$ cat config.mk
export PLATFORM = sky130hd
export DESIGN_NAME = signed_int_to_decimal_ascii_flat
export DESIGN_NICKNAME = d
export VERILOG_FILES = /design/src/sv/sidta_pkg.sv /design/src/sv/sidta_if.sv /design/src/sv/sidta_dp.sv /design/src/sv/sidta_ctrl.sv /design/src/sv/signed_int_to_decimal_ascii.sv /design/src/flat_wrapper.sv
export SDC_FILE = /design/constraint.sdc
export NUM_CORES = 1
export LEC_CHECK = 0
export ABC_CLOCK_PERIOD_IN_PS = 3900
export BUFFER_PORTS_ARGS = -buffer_cell sky130_fd_sc_hd__buf_2
export CORE_AREA = 2 2 116 118
export DETAILED_ROUTE_END_ITERATION = 8
export DIE_AREA = 0 0 118 120
export HOLD_SLACK_MARGIN = 0.03
export PLACE_DENSITY = 0.6
export SETUP_SLACK_MARGIN = 0.05
export SLEW_MARGIN = 20
export SYNTH_ARGS = -nofsm -noshare
export SYNTH_HDL_FRONTEND = slang
export SYNTH_HIERARCHICAL = 1
export SYNTH_SLANG_ARGS = --single-unit
$ cat constraint.sdc
create_clock -name clk -period 3.9 [get_ports clk]
set_input_delay 0.78 -clock clk [delete_from_list [all_inputs] [get_ports clk]]
set_output_delay 0.78 -clock clk [all_outputs]
set_load 0.01 [all_outputs]
$ cat src/sv/sidta_pkg.sv
// Shared constants, types and command/status structs for the decimal text converter.
package sidta_pkg;

    localparam int VALUE_BITS = 32;
    // Decimal digits needed for 2^(VALUE_BITS-1); log10(2) ~ 0.30103
    localparam int DIGITS     = ((VALUE_BITS - 1) * 30103) / 100000 + 1;
    localparam int BCD_BITS   = 4 * DIGITS;
    localparam int BIT_CNT_W  = $clog2(VALUE_BITS);
    localparam int DIG_CNT_W  = $clog2(DIGITS + 1);

    localparam logic [7:0] ASCII_ZERO  = 8'd48;
    localparam logic [7:0] ASCII_NINE  = 8'd57;
    localparam logic [7:0] ASCII_MINUS = 8'd45;
    localparam logic [3:0] BCD_ADJ_MIN = 4'd5;
    localparam logic [3:0] BCD_ADJ     = 4'd3;

    typedef logic signed [VALUE_BITS-1:0] value_t;
    typedef logic [7:0]                   char_t;

    typedef struct packed {
        logic load;
        logic conv_step;
        logic skip_step;
        logic emit_load;
        logic emit_sign;
    } dp_cmd_t;

    typedef struct packed {
        logic conv_done;
        logic top_zero;
        logic negative;
        logic out_last;
    } dp_status_t;

endpackage

$ cat src/sv/sidta_if.sv
// Valid/ready channel interfaces for the integer input and the character output.
interface sidta_value_if;
    import sidta_pkg::*;

    logic   valid;
    logic   ready;
    value_t value;

    modport source (output valid, output value, input ready);
    modport sink   (input valid, input value, output ready);
endinterface

interface sidta_char_if;
    import sidta_pkg::*;

    logic  valid;
    logic  ready;
    char_t character;
    logic  last;

    modport source (output valid, output character, output last, input ready);
    modport sink   (input valid, input character, input last, output ready);
endinterface

$ cat src/sv/sidta_dp.sv
// Datapath: magnitude, shift-add-3 binary to BCD conversion and output character register.
module sidta_dp (
    input  logic                  clk,
    input  logic                  rst_n,
    input  sidta_pkg::value_t     value,
    input  sidta_pkg::dp_cmd_t    cmd,
    output sidta_pkg::dp_status_t status,
    output sidta_pkg::char_t      character,
    output logic                  last
);
    import sidta_pkg::*;

    logic [VALUE_BITS-1:0] raw;
    logic [VALUE_BITS-1:0] mag;
    logic [VALUE_BITS-1:0] bin_reg;
    logic [BCD_BITS-1:0]   bcd_reg;
    logic [BCD_BITS-1:0]   bcd_adj;
    logic [BCD_BITS-1:0]   bcd_shift;
    logic [BIT_CNT_W-1:0]  bitcnt_reg;
    logic [DIG_CNT_W-1:0]  digcnt_reg;
    logic                  neg_reg;
    char_t                 char_reg;
    logic                  last_reg;
    logic [3:0]            top_digit;

    function automatic logic bcd_ok(input logic [BCD_BITS-1:0] b);
        logic ok;
        ok = 1'b1;
        for (int i = 0; i < DIGITS; i++)
        begin
            if (b[i*4 +: 4] > 4'd9)
            begin
                ok = 1'b0;
            end
        end
        return ok;
    endfunction

    assign raw       = value;
    assign mag       = raw[VALUE_BITS-1] ? VALUE_BITS'(~raw + 1'b1) : raw;
    assign top_digit = bcd_reg[BCD_BITS-1 -: 4];

    always_comb
    begin
        for (int i = 0; i < DIGITS; i++)
        begin
            bcd_adj[i*4 +: 4] = (bcd_reg[i*4 +: 4] >= BCD_ADJ_MIN) ?
                                4'(bcd_reg[i*4 +: 4] + BCD_ADJ) : bcd_reg[i*4 +: 4];
        end
    end

    assign bcd_shift = {bcd_adj[BCD_BITS-2:0], bin_reg[VALUE_BITS-1]};

    always_ff @(posedge clk)
    begin
        if (cmd.load)
        begin
            bin_reg    <= mag;
            bcd_reg    <= '0;
            neg_reg    <= raw[VALUE_BITS-1];
            bitcnt_reg <= '0;
            digcnt_reg <= DIG_CNT_W'(DIGITS);
        end
        else if (cmd.conv_step)
        begin
            bin_reg    <= {bin_reg[VALUE_BITS-2:0], 1'b0};
            bcd_reg    <= bcd_shift;
            bitcnt_reg <= bitcnt_reg + 1'b1;
        end
        else if (cmd.skip_step)
        begin
            bcd_reg    <= {bcd_reg[BCD_BITS-5:0], 4'b0};
            digcnt_reg <= digcnt_reg - 1'b1;
        end
        else if (cmd.emit_load)
        begin
            if (cmd.emit_sign)
            begin
                char_reg <= ASCII_MINUS;
                last_reg <= 1'b0;
            end
            else
            begin
                char_reg   <= ASCII_ZERO + {4'b0, top_digit};
                last_reg   <= (digcnt_reg == DIG_CNT_W'(1));
                bcd_reg    <= {bcd_reg[BCD_BITS-5:0], 4'b0};
                digcnt_reg <= digcnt_reg - 1'b1;
            end
        end
    end

    assign status.conv_done = (bitcnt_reg == BIT_CNT_W'(VALUE_BITS - 1));
    assign status.top_zero  = (top_digit == 4'd0) && (digcnt_reg != DIG_CNT_W'(1));
    assign status.negative  = neg_reg;
    assign status.out_last  = last_reg;
    assign character        = char_reg;
    assign last             = last_reg;

    a_bcd_digits_valid: assert property (@(posedge clk) disable iff (!rst_n)
        cmd.conv_step |=> bcd_ok(bcd_reg))
        else $error("BCD digit out of range after conversion step");

    a_char_is_text: assert property (@(posedge clk) disable iff (!rst_n)
        cmd.emit_load |=> (char_reg == ASCII_MINUS ||
                           (char_reg >= ASCII_ZERO && char_reg <= ASCII_NINE)))
        else $error("output character is neither a digit nor a minus sign");

endmodule

$ cat src/sv/sidta_ctrl.sv
// Controller state machine: load, convert, skip leading zeros, emit characters.
module sidta_ctrl (
    input  logic                  clk,
    input  logic                  rst_n,
    input  logic                  in_valid,
    output logic                  in_ready,
    output logic                  out_valid,
    input  logic                  out_ready,
    output sidta_pkg::dp_cmd_t    cmd,
    input  sidta_pkg::dp_status_t status
);
    import sidta_pkg::*;

    typedef enum logic [3:0] {
        ST_IDLE = 4'b0001,
        ST_CONV = 4'b0010,
        ST_SKIP = 4'b0100,
        ST_EMIT = 4'b1000
    } state_t;

    state_t state_reg;
    state_t state_next;

    always_comb
    begin
        state_next    = state_reg;
        cmd           = '0;
        in_ready      = 1'b0;
        out_valid     = 1'b0;
        case (state_reg)
            ST_IDLE:
            begin
                in_ready = 1'b1;
                if (in_valid)
                begin
                    cmd.load   = 1'b1;
                    state_next = ST_CONV;
                end
            end
            ST_CONV:
            begin
                cmd.conv_step = 1'b1;
                if (status.conv_done)
                begin
                    state_next = ST_SKIP;
                end
            end
            ST_SKIP:
            begin
                if (status.top_zero)
                begin
                    cmd.skip_step = 1'b1;
                end
                else
                begin
                    // sign goes out first; digits stay put until it is taken
                    cmd.emit_load = 1'b1;
                    cmd.emit_sign = status.negative;
                    state_next    = ST_EMIT;
                end
            end
            ST_EMIT:
            begin
                out_valid = 1'b1;
                if (out_ready)
                begin
                    if (status.out_last)
                    begin
                        state_next = ST_IDLE;
                    end
                    else
                    begin
                        cmd.emit_load = 1'b1;
                    end
                end
            end
            default:
            begin
                state_next = ST_IDLE;
            end
        endcase
    end

    always_ff @(posedge clk or negedge rst_n)
    begin
        if (!rst_n)
        begin
            state_reg <= ST_IDLE;
        end
        else
        begin
            state_reg <= state_next;
        end
    end

    a_no_overlap: assert property (@(posedge clk) disable iff (!rst_n)
        !(in_ready && out_valid))
        else $error("input taken while a character is pending");

    a_last_frees_input: assert property (@(posedge clk) disable iff (!rst_n)
        (out_valid && out_ready && status.out_last) |=> in_ready)
        else $error("input not ready after final character beat");

endmodule

$ cat src/sv/signed_int_to_decimal_ascii.sv
// Top level: signed integer to decimal ASCII text converter.
//
//  channel  | dir | payload                       | beats per item
//  number   | in  | value (signed, VALUE_BITS)    | 1
//  text     | out | character (8), last (1)       | 1 to 11, last on final
//
// Per item: the number is accepted, converted one bit at a time by shift-add-3 steps,
// leading zero digits are dropped one at a time, the first character is loaded, then
// the characters go out one per beat. Dropped zeros plus emitted digits make DIGITS.
// Output stalls hold the character register and the controller in place.
// One number is in flight at a time; number.ready is high only when idle.
// Reset clears the controller alone; no memory is cleared.
module signed_int_to_decimal_ascii (
    input logic         clk,
    input logic         rst_n,
    sidta_value_if.sink number,
    sidta_char_if.source text
);
    import sidta_pkg::*;

    dp_cmd_t    cmd;
    dp_status_t status;

    sidta_ctrl u_ctrl (
        .clk       (clk),
        .rst_n     (rst_n),
        .in_valid  (number.valid),
        .in_ready  (number.ready),
        .out_valid (text.valid),
        .out_ready (text.ready),
        .cmd       (cmd),
        .status    (status)
    );

    sidta_dp u_dp (
        .clk       (clk),
        .rst_n     (rst_n),
        .value     (number.value),
        .cmd       (cmd),
        .status    (status),
        .character (text.character),
        .last      (text.last)
    );

endmodule
$ cat src/flat_wrapper.sv
// flat-port wrapper written by rule: the top's interface ports become plain ports
module signed_int_to_decimal_ascii_flat import sidta_pkg::*;
  (clk, rst_n, number_valid, number_value, number_ready, text_valid, text_character, text_last, text_ready);
  sidta_value_if number_i ();
  sidta_char_if text_i ();
  input logic clk;
  input logic rst_n;
  input wire logic [$bits(number_i.valid)-1:0] number_valid;
  input wire logic [$bits(number_i.value)-1:0] number_value;
  output wire logic [$bits(number_i.ready)-1:0] number_ready;
  output wire logic [$bits(text_i.valid)-1:0] text_valid;
  output wire logic [$bits(text_i.character)-1:0] text_character;
  output wire logic [$bits(text_i.last)-1:0] text_last;
  input wire logic [$bits(text_i.ready)-1:0] text_ready;
  assign number_i.valid = number_valid;
  assign number_i.value = number_value;
  assign number_ready = number_i.ready;
  assign text_valid = text_i.valid;
  assign text_character = text_i.character;
  assign text_last = text_i.last;
  assign text_i.ready = text_ready;
  signed_int_to_decimal_ascii u_core (.clk(clk), .rst_n(rst_n), .number(number_i), .text(text_i));
endmodule
Yosys cells after proc, flatten, opt, wreduce, memory -nomap -nowiden
Cells that the tools add are included.
{"block": "op_classes", "n_bitwise": 4, "eq_ne": 14, "mux": 38, "n_lt_le_gt_ge": 10, "n_reduce_logical": 9, "n_addsub": 14}
{"cell": "2-to-1 mux 40 bit", "count": 4}
{"cell": "2-to-1 mux 32 bit", "count": 3}
{"cell": "2-to-1 mux 4 bit", "count": 17}
{"cell": ">= comparator 4 x 3 -> 1 bit, second input constant", "count": 10}
{"cell": "adder 4 x 2 -> 4 bit, second input constant", "count": 9}
{"cell": "adder 32 x 1 -> 32 bit, second input constant", "count": 1}
{"cell": "NOT 32 bit", "count": 1}
{"cell": "one-hot mux 4 bit (4 select lines)", "count": 1}
{"cell": "2-to-1 mux 1 bit", "count": 10}
{"cell": "== test 4 x 1 -> 1 bit, second input constant", "count": 2}
{"cell": "!= test 2 bit, second input constant", "count": 4}
{"cell": "adder 6 x 4 -> 7 bit, first input constant", "count": 1}
{"cell": "adder 5 x 1 -> 5 bit, second input constant", "count": 1}
{"cell": "== test 5 bit, second input constant", "count": 1}
{"cell": "AND reduction 5 bit", "count": 1}
{"cell": "== test 4 x 2 -> 1 bit, second input constant", "count": 1}
{"cell": "== test 4 x 3 -> 1 bit, second input constant", "count": 1}
{"cell": "== test 4 bit, second input constant", "count": 1}
{"cell": "zero test 4 bit", "count": 1}
{"cell": "!= test 2 x 1 -> 1 bit, second input constant", "count": 2}
{"cell": "!= test 4 x 1 -> 1 bit, second input constant", "count": 1}
{"cell": "AND reduction 4 bit", "count": 1}
{"cell": "nonzero test 2 bit", "count": 2}
{"cell": "subtractor 4 x 1 -> 4 bit, second input constant", "count": 1}
{"cell": "10 further kinds", "count": 12}
{"block": "totals", "out_inout_bits": 11, "wordCells": 97, "ff_bits": 95}

Longest topological paths before layout
Gate-level depths: netlist (run 1).
{"block": "logic_depth", "word_depth": 8, "mapped_depth": 14, "ltp_nobuf": 12}

Hierarchy
The synthesis (run 1) kept the hierarchy.
{"module": "sidta_dp", "n_inst": 1, "seq_area_each_um2": 2152.1, "cells_each": 585, "area_per_inst_um2": 5347.6}
{"module": "sidta_ctrl", "n_inst": 1, "seq_area_each_um2": 101.3, "cells_each": 42, "area_per_inst_um2": 384.1}

Worst setup path after synthesis (run 1)
OpenSTA, ideal clock, no wires.
{"block": "synth_path", "path_type": "register -> register", "start": "reg u_core.u_ctrl.state_reg[0]", "end": "reg u_core.u_dp.char_reg[0] (netlist: u_core/u_dp/character[0]) (enable)", "stages_incl_launch_ff": 7, "t_arrival_ps": 2284, "setup_slack_ps": 1238, "n_path_buf": 3, "cell_sequence": "dfstp_2 clkbuf_4 nor3_2 clkbuf_1 buf_1 or2_2 nor3b_1"}
{"item": "from (decl)", "line_no": "sidta_ctrl.sv:21", "source": "state_t state_reg;"}
{"item": "from (signal assigned)", "line_no": "sidta_ctrl.sv:92", "source": "state_reg <= state_next;"}
{"item": "to (signal assigned)", "line_no": "sidta_dp.sv:84", "source": "char_reg <= ASCII_ZERO + {4'b0, top_digit};"}
{"item": "to (decl)", "line_no": "sidta_dp.sv:22", "source": "char_t char_reg;"}

==> run metrics, run 1 <==
number of warning messages in the yosys log 6; Critical Path RT 4130 ps; commonest cells after routing, fill and taps aside 75 x nor2_1, 70 x a21oi_1, 53 x a211oi_1; Comb power frac between 30% and 40%; Internal slightly below 3 mW; Core Util, Final 49.09%; relative slew slack 45.52%; worst reg2reg endpoint u_core/u_dp/digcnt_reg[1]$_SDFFE_PP1P_; maximum VDD drop 0.2726 mV; CP Launch Type flop; Placed Instance Area 6010 um^2; status completed; share of cells above drive strength 1 13.06%; CTS tree built; Reg2Reg Depth 12; Final nets approximately 710; syn_area_per_cell 9.142 um^2; Vert. Die Dim 120 um; max reg flops 40; final hold vios 0; PD cells 720.8 nW/um^2; register area 2253 um^2; clock edge transition at the registers on the reported setup and hold paths 70 ps; Reg-to-Reg Start u_core/u_dp/bcd_reg[36]$_SDFFE_PP0P_; Critical Path Fanout Max 25; Min-Delay Path Class primary input to async pin; number of remaining DRC errors 0; Seq pwr share approximately 39%; final setup vio count 0; Hold WS 226.6 ps; Worst Path Arrival between 3000 and 4000 ps; vias per cell 5.439; Final TNS setup 0 ps; antenna viol nets, final 0; DP HPWL 7489 um; Max Clock Freq between 300 and 400 MHz; Synth area leader edfxtp_1; # clock sinks 92; wire per inst 13.76 um; number of filler cells placed in the layout 1,264; pre-CTS setup slack 990.4 ps; I/O pin cnt 47; max_cap viols 0; post-CTS setup buffer count 0; Synth top area share 20.43%; insertion delay to the later sink of the worst-skew pair 350 ps; hold_buf cts 0; mapped cell area 5732 um^2; Starting Density 44.16%; Gate Count Post-Synth 627; Cell variety after synth 59; vias post-DR 4,498; final worst slack 992.2 ps; critical path type flop to flop; Multi-input gate area 3174 um^2; Post-CTS Resized 0; endpoint class of the critical path flop; period utilisation layout 74.56%; first-pass GRT wire length 19,430 um; H-tree level count 3; vias in the first global route ~4,300; Post-Route Skew 4.701 ps; TritonCTS buffer count 9; top cells by area, synth edfxtp_1 20%, dfxtp_1 17%, a211oi_1 6.9%; Core Footprint 12,980 um^2; die width 118 um; clock root buffer clkbuf_16; largest net degree at the start of global routing 111; slew of the pin with the lowest slew margin 817.3 ps; final slew viol count 0; leading cell type in the layout, fill and taps excluded nor2_1; switching share of power 36.73%; register bit total from synthesis 92; Reg2Reg Setup Slack 990 ps; routed wire length about 11,000 um; TritonRoute pass-1 iters 4; Overflow after GRT 0; clock power share 22.8%; synthesis-to-finish area growth 11.18%; Clock Tree Buf Depth 2; die area 14,160 um^2; Leakage about 2.5 nW; initial drt markers 201; reported net switching power 1.687 mW; row cnt 42; Routability Congestion slightly below 0.8; post-synthesis sequential area ratio 39.31%; GRT Util Overall between 10% and 20%; Min Clock Period, post-route 2908 ps; final instance area roughly 6400 um^2; port buffer count 43; antenna cell count 0; unrepaired setup endpoints after global routing no; initial antenna violation count 0
[synth_stat cells (all sizes together)]
| cell type | count |
|---|---|
| clkbuf | 24 |
| mux2i | 21 |
| mux2 | 1 |
| dfrtp | 3 |
| o31ai | 11 |
| nor2 | 75 |
| nand4b | 1 |
| ha | 25 |
| a211oi | 53 |
| or4 | 1 |
| a22oi | 1 |
| nand2 | 22 |
| xnor2 | 15 |
| nor3 | 8 |
| clkinv | 1 |
| nor3b | 24 |
| o22a | 1 |
| o21ai | 19 |
| or2 | 4 |
| a21oi | 71 |
| nand3 | 7 |
| inv | 30 |
| conb | 2 |
| nand2b | 13 |
| nor2b | 19 |
| a21o | 2 |
| xor2 | 32 |
| o41ai | 10 |
| a31oi | 1 |
| nand4 | 4 |
| and3b | 1 |
| and3 | 3 |
| dfxtp | 49 |
| buf | 16 |
| or3 | 2 |
| o211ai | 1 |
| and2b | 1 |
| a32oi | 1 |
| nor4 | 5 |
| dfstp | 1 |
| and2 | 4 |
| edfxtp | 39 |
| nor4b | 3 |
[metrics by stage]
step | total power [mW] | std cells
final | 4.593 | 827
after global routing | 4.983 | 827
after CTS | 4.649 | 827
after detailed placement | 3.576 | 811
after global placement | 3.508 | 811
after floorplan | 3.186 | 628
[logic make-up after synthesis]
group                      Yosys count  synth area share, %
muxes                               22                3.864
xor gates and xnor gates            47                7.182
AOI/OAI and AO/OA                  171                19.10
and+or+nand+nor                    197                19.32
buffers and inverters               71                5.632
adders and majority gates           25                5.457
other                                2               0.1310
DFF                                 92                39.31
[worst max-delay path by stage]
stage                                                       from                                     end  slack, ps
after floorplan           u_core/u_ctrl/state_reg[0]$_DFFE_PN1P_  u_core/u_dp/character[0]$_SDFFCE_PP1P_       1240
after global placement                           number_value[0]       u_core/u_dp/bin_reg[24]$_DFFE_PP_       1030
after detailed placement                         number_value[0]       u_core/u_dp/bin_reg[24]$_DFFE_PP_        990
after CTS                   u_core/u_dp/bcd_reg[36]$_SDFFE_PP0P_  u_core/u_dp/digcnt_reg[1]$_SDFFE_PP1P_       1010
after global routing        u_core/u_dp/bcd_reg[36]$_SDFFE_PP0P_    u_core/u_dp/bcd_reg[37]$_SDFFE_PP0P_        770
final                       u_core/u_dp/bcd_reg[36]$_SDFFE_PP0P_  u_core/u_dp/digcnt_reg[1]$_SDFFE_PP1P_        990
[area by class of cell]
class / count / share of cell area [%]
clock buffer: 10 / 3.927
clock inverter: 6 / 1.708
inverter: 31 / 1.826
multi-input combinational: 465 / 49.81
sequential: 92 / 35.36
tap: 176 / 3.456
timing repair buffer: 47 / 3.907
[power groups by stage]
stage	clock, mW	combinational, mW	sequential, mW
finish	1.05	1.74	1.80
global route	1.11	2.01	1.87
CTS	1.08	1.77	1.81
detailed placement	0	1.75	1.82
global placement	0	1.70	1.81
floorplan	0	1.48	1.71
[layer usage]
metal  vias up  track usage, %  routed length (um)
li1       2285               -                   -
met3        14           3.470                 352
met4         0           6.627                 193
met5         -               0                   0
met1      2135           21.22                5487
met2        64           27.36                5345
[critical path: stages (launching register included)]
cell	delay, ps
dfxtp_1	310
inv_1	150
ha_1	260
nor4b_1	510
inv_1	120
and3_1	180
and2_1	180
inv_1	140
a21oi_4	80
buf_4	240
nor2_1	230
mux2i_1	110
or2_2	270
No activity file was read; power rests on OpenSTA's default activity.
==> inputs of run 2 (changes only) <==
--- a/config.mk
+++ b/config.mk
@@ -5,7 +5,7 @@
 export SDC_FILE = /design/constraint.sdc
 export NUM_CORES = 1
 export LEC_CHECK = 0
-export ABC_CLOCK_PERIOD_IN_PS = 3900
+export ABC_CLOCK_PERIOD_IN_PS = 2700
 export BUFFER_PORTS_ARGS = -buffer_cell sky130_fd_sc_hd__buf_2
 export CORE_AREA = 2 2 116 118
 export DETAILED_ROUTE_END_ITERATION = 8
==> constraint.sdc (replaced) <==
create_clock -name clk -period 2.7 [get_ports clk]
set_input_delay 0.54 -clock clk [delete_from_list [all_inputs] [get_ports clk]]
set_output_delay 0.54 -clock clk [all_outputs]
set_load 0.01 [all_outputs]
==> run metrics, run 2 (synthesized netlist as in run 1, its figures left out) <==
final setup vio count 0; CP Launch Type flop; port buffer count 43; status completed; Overall Power 6.625 mW; final slew viol count 0; Max Clock Freq 399.1 MHz; largest net degree at the start of global routing around 120; CP max stage delay 360 ps; TritonCTS buffer count 9; non-filler instance count after layout 847; vias per cell roughly 5.3; Final nets about 730; Critical Path RT 2920 ps; critical-path cell list inv_1 > ha_1 > nor4b_4 > inv_1 > a32oi_1 > nor3_2 > a21oi_4 > buf_12 > clkbuf_4 > nor2b_1 > a211oi_2 > a211oi_1; Leakage 2.625 nW; maximum VDD drop around 0.33 mV; number of remaining DRC errors 0; max_cap viols 0; vias in the first global route 4,219; initial antenna violation count 0; synthesis-to-finish area growth 16.87%; max reg flops 40; leading cell type in the layout, fill and taps excluded nor2_1; antenna cell count 0; period utilisation layout 92.80%; share of cells above drive strength 1 18.18%; DP HPWL around 7600 um; routed wire length ~12,000 um; Post-Route Skew 7.760 ps; clock root buffer clkbuf_16; Routability Congestion 0.8208; TritonRoute pass-1 iters 4; Starting Density 44.16%; I/O pin cnt 47; register area 2256 um^2; row cnt 42; Critical Path Fanout Max 7; Cells after DPL 822; slew of the pin with the lowest slew margin between 500 and 600 ps; Multi-input gate area 3257 um^2; clock edge transition at the registers on the reported setup and hold paths 70 ps; GRT Util Overall 16.54%; Vert. Die Dim 120 um; relative slew slack 62.05%; initial drt markers 322; commonest cells after routing, fill and taps aside 75 x nor2_1, 70 x a21oi_1, 47 x dfxtp_1; number of filler cells placed in the layout 1,202; Core Footprint 12,980 um^2; crit path max-delay cell type a21oi_4; Min-Delay Path Class primary input to flop; crit-path most repeated cell inv_1; first-pass GRT wire length about 19,000 um; PD cells 989.0 nW/um^2; unrepaired setup endpoints after global routing no; pre-CTS setup slack 198.8 ps; die width 118 um; wire per inst 14.01 um; H-tree level count 3; final hold vios 0; Overflow after GRT 0; critical path type flop to flop; Final TNS setup 0 ps; Worst Path Arrival 2730 ps; insertion delay to the later sink of the worst-skew pair 350 ps; # clock sinks between 90 and 100; Core Util, Final 51.61%; Min Clock Period, post-route 2505 ps; die area 14,160 um^2; CTS tree built; Clock Tree Buf Depth 2; vias post-DR 4,496; Reg2Reg Setup Slack 190 ps; final worst slack 194.5 ps; antenna viol nets, final 0; endpoint class of the critical path flop
## run 2: final timing paths
| check | start | endpoint | cells past startpoint |
|---|---|---|---|
| setup / recovery | u_core/u_dp/bcd_reg[36]$_SDFFE_PP0P_ | u_core/u_dp/bcd_reg[27]$_SDFFE_PP0P_ | 12 |
| hold / removal | number_valid | u_core/u_ctrl/state_reg[0]$_DFFE_PN1P_ | 2 |
| setup reg to reg | u_core/u_dp/bcd_reg[36]$_SDFFE_PP0P_ | u_core/u_dp/bcd_reg[27]$_SDFFE_PP0P_ | 12 |
| hold reg to reg | u_core/u_dp/bin_reg[31]$_DFFE_PP_ | u_core/u_dp/bcd_reg[0]$_SDFFE_PP0P_ | 2 |
| max in group asynchronous | rst_n | u_core/u_ctrl/state_reg[0]$_DFFE_PN1P_ | 2 |
| min in group asynchronous | rst_n | u_core/u_ctrl/state_reg[2]$_DFFE_PN0P_ | 2 |
## run 2: what timing repair did
action                                  4_1_cts  5_1_grt
endpoints found under the hold margin         3        0
gates resized for setup                       0       21
setup buffers                                 0        5
endpoints found under the setup margin        0       38
hold buffers                                  1        0
## run 2: per-layer routing
metal	global-route usage [%]	up-vias	routed length, um
met5	0	-	0
met3	3.042	12	363
li1	-	2323	-
met1	21.36	2102	5758
met2	27.36	59	5545
met4	6.777	0	197
## run 2: where the power goes
part           internal, mW  leakage [nW]  switching, mW  total [mW]
combinational          1.19          1.66           1.51        2.70
clock                 0.732         0.145          0.582        1.31
sequential             2.15         0.817          0.459        2.61
total                  4.07          2.62           2.55        6.63
## run 2: stage by stage
step	instance area [um^2]	hold slack, ps
2_1_floorplan	5741	244.4
3_3_place_gp	6147	349.0
3_5_place_dp	6147	354.3
4_1_cts	6465	367.7
5_1_grt	6699	372.3
6_report	6699	374.5
## run 2: layout make-up
type                            instances  area share (%)
Sequential cell                        92           33.68
Multi-Input combinational cell        465           48.62
Clock buffer                            9           3.362
Tap cell                              176           3.287
Inverter                               31           1.737
Clock inverter                          7           1.233
Timing Repair Buffer                   67           8.087
## run 2: worst max-delay path: cells and delay by family (launching register included)
family	cells	cell delay, ps
AOI/OAI and AO/OA	4	820
adders and majority gates	1	260
buffers and inverters	4	570
DFF	1	320
and+or+nand+nor	3	390
==> inputs of run 3 (changes only) <==
--- a/config.mk
+++ b/config.mk
@@ -5,11 +5,12 @@
 export SDC_FILE = /design/constraint.sdc
 export NUM_CORES = 1
 export LEC_CHECK = 0
+export ABC_AREA = 1
 export ABC_CLOCK_PERIOD_IN_PS = 2700
 export BUFFER_PORTS_ARGS = -buffer_cell sky130_fd_sc_hd__buf_2
-export CORE_AREA = 2 2 116 118
+export CORE_AREA = 2 2 117 119
 export DETAILED_ROUTE_END_ITERATION = 8
-export DIE_AREA = 0 0 118 120
+export DIE_AREA = 0 0 119 121
 export HOLD_SLACK_MARGIN = 0.03
 export PLACE_DENSITY = 0.6
 export SETUP_SLACK_MARGIN = 0.05
==> run metrics, run 3 <==
CTS tree built; first-pass GRT wire length 23,720 um; Final nets 879; Max Clock Freq 418.8 MHz; Worst Path Arrival about 2700 ps; Vert. Die Dim 121 um; Min-Delay Path Class primary input to flop; critical path type flop to flop; non-filler instance count after layout 999; largest net degree at the start of global routing 47; Hold WS 474.2 ps; Reg2Reg Setup Slack 310 ps; hold path startpoint number_value[0]; slew of the pin with the lowest slew margin 540.1 ps; Clock Tree Buf Depth 2; status completed; initial drt markers around 250; final instance area 6528 um^2; Routability Congestion between 0.8 and 0.9; Core Util, Final 49.89%; endpoint class of the critical path flop; unrepaired setup endpoints after global routing no; commonest cells after routing, fill and taps aside 144 x nand2_1, 102 x o21ai_0, 87 x inv_1; Post-synth EDFFs 39; Internal 4.029 mW; I/O pin cnt 47; switching share of power ~40%; PD cells 1029 nW/um^2; number of filler cells placed in the layout 1,280; Reg-to-Reg Start u_core/u_dp/bcd_reg[36]$_SDFFE_PP0P_; share of cells above drive strength 1 between 10 and 15%; insertion delay to the later sink of the worst-skew pair 350 ps; metal3 WL 648 um; TritonCTS buffer count 9; leading cell type in the layout, fill and taps excluded nand2_1; maximum VDD drop 0.4523 mV; clock power share 21.5%; relative slew slack 64.00%; Starting Density 44.65%; vias post-DR 5,362; die area 14,400 um^2; Core Footprint 13,090 um^2; vias in the first global route 5,072; Synth top area share 20.04%; post-CTS setup buffer count 0; port buffer count 43; H-tree level count 3; final hold vios 0; metal2 WL 6759 um; row cnt 42; number of warning messages in the yosys log 6; GRT Util Overall 20.28%; Cells after DPL 982; antenna viol nets, final 0; clock edge transition at the registers on the reported setup and hold paths 70 ps; register bit total from synthesis 92; # clock sinks 92; Placed Instance Area 6163 um^2; worst reg2reg endpoint u_core/u_dp/digcnt_reg[3]$_SDFFE_PP1P_; Critical Path RT 2980 ps; Critical Path Fanout Max 15; period utilisation layout between 80 and 90%; reported net switching power 2.685 mW; Post-synth top flop dfxtp_1; Comb power frac 39.5%; post-synthesis sequential area ratio between 30% and 40%; final setup vio count 0; Min Clock Period, post-route 2388 ps; vias per cell 5.367; wire per inst 13.97 um; Leakage 2.763 nW; final slew viol count 0; clock root buffer clkbuf_16; Seq pwr share 39.0%; top cells by area, synth edfxtp_1 20%, dfxtp_1 17%, nand2_1 9.3%; asr flop ratio synth 4.348%; synthesis-to-finish area growth 11.71%; highest metal used met4; Cell variety after synth 44; Final TNS setup 0 ps; worst-case hold path end point u_core/u_dp/bin_reg[0]$_SDFFCE_PN0P_; Commonest cells post-synth 145 x nand2_1, 102 x o21ai_0, 88 x inv_1; Post-Route Skew 6.084 ps; Synth area leader edfxtp_1; Reg2Reg Depth 13; routed wire length roughly 14,000 um; DP HPWL 9937 um; initial antenna violation count 0; count leader, synth nand2_1; Overflow after GRT 0; antenna cell count 0; max_cap viols 0; syn_area_per_cell around 7.4 um^2; Metal-1 WL roughly 6300 um; CP Launch Type flop; max reg flops 40; mapped cell area just under 6000 um^2; number of remaining DRC errors 0; Hold Path Depth 3; TritonRoute pass-1 iters 5; die width 119 um; Gate Count Post-Synth 787
## run 3: kinds of logic after synthesis
logic type / after synthesis / share of synthesized area (%)
buffers and inverters: 128 / 9.379
adder cells (fa/ha/maj): 25 / 5.353
flip-flops: 92 / 38.57
AO/OA/AOI/OAI: 202 / 18.72
XOR/XNOR: 20 / 2.998
other: 2 / 0.1285
AND/OR/NAND/NOR: 318 / 24.86
## run 3: critical path, cell delays in order, from the launching register on
cell     delay, ps
dfxtp_1        370
inv_1           90
ha_1           240
and3_1         200
or2_4          270
o21ai_0        110
nand2_1        100
nand2_2         90
nand2_2        130
inv_2          280
nand2_1        140
nor2_1         120
a31oi_1         80
o21ai_0         90
## run 3: how the worst max path moves through the flow
stage | from | to | cells past startpoint
2_1_floorplan | number_valid | u_core/u_dp/character[0]$_SDFFCE_PP1P_ | 7
3_3_place_gp | u_core/u_dp/bcd_reg[36]$_SDFFE_PP0P_ | u_core/u_dp/bcd_reg[17]$_SDFFE_PP0P_ | 12
3_5_place_dp | u_core/u_dp/bcd_reg[36]$_SDFFE_PP0P_ | u_core/u_dp/bcd_reg[34]$_SDFFE_PP0P_ | 12
4_1_cts | u_core/u_dp/bcd_reg[36]$_SDFFE_PP0P_ | u_core/u_dp/bcd_reg[34]$_SDFFE_PP0P_ | 12
5_1_grt | u_core/u_dp/bcd_reg[36]$_SDFFE_PP0P_ | u_core/u_dp/bcd_reg[14]$_SDFFE_PP0P_ | 12
6_report | u_core/u_dp/bcd_reg[36]$_SDFFE_PP0P_ | u_core/u_dp/digcnt_reg[3]$_SDFFE_PP1P_ | 13
## run 3: area by class of cell
class / count / area, um^2 / share of cell area (%)
repair buffers: 52 / 289.0 / 4.428
clock inverters: 7 / 113.9 / 1.744
flip-flops and latches: 92 / 2253 / 34.52
well taps: 176 / 220.2 / 3.374
multi-input cells: 568 / 3065 / 46.96
clock buffers: 9 / 225.2 / 3.450
inverters: 95 / 360.3 / 5.520
## run 3: through the flow
| step | worst slack, ps | power [mW] |
|---|---|---|
| 6_report | 312.1 | 6.715 |
| 4_1_cts | 184.8 | 6.739 |
| 5_1_grt | 75.68 | 7.304 |
| 3_5_place_dp | 193.3 | 5.256 |
| 3_3_place_gp | 325.2 | 5.123 |
| 2_1_floorplan | 373.6 | 4.574 |
## run 3: power groups by stage
| stage | registers [mW] | clock network [mW] | logic [mW] |
|---|---|---|---|
| 6_report | 2.62 | 1.44 | 2.65 |
| 5_1_grt | 2.70 | 1.54 | 3.06 |
| 4_1_cts | 2.61 | 1.48 | 2.64 |
| 3_5_place_dp | 2.63 | 0 | 2.62 |
| 3_3_place_gp | 2.61 | 0 | 2.51 |
| 2_1_floorplan | 2.51 | 0 | 2.07 |
## run 3: routing by layer
layer  track usage [%]  up-vias
li1                  -     2697
met1             26.19     2504
met2             33.44      142
met3             3.055       19
met4             9.598        0
met5                 0        -
## run 3: timing repair
action	CTS	global route
hold buffers	1	0
setup endpoints to repair	0	34
resized for setup	0	4
hold endpoints to repair	3	0
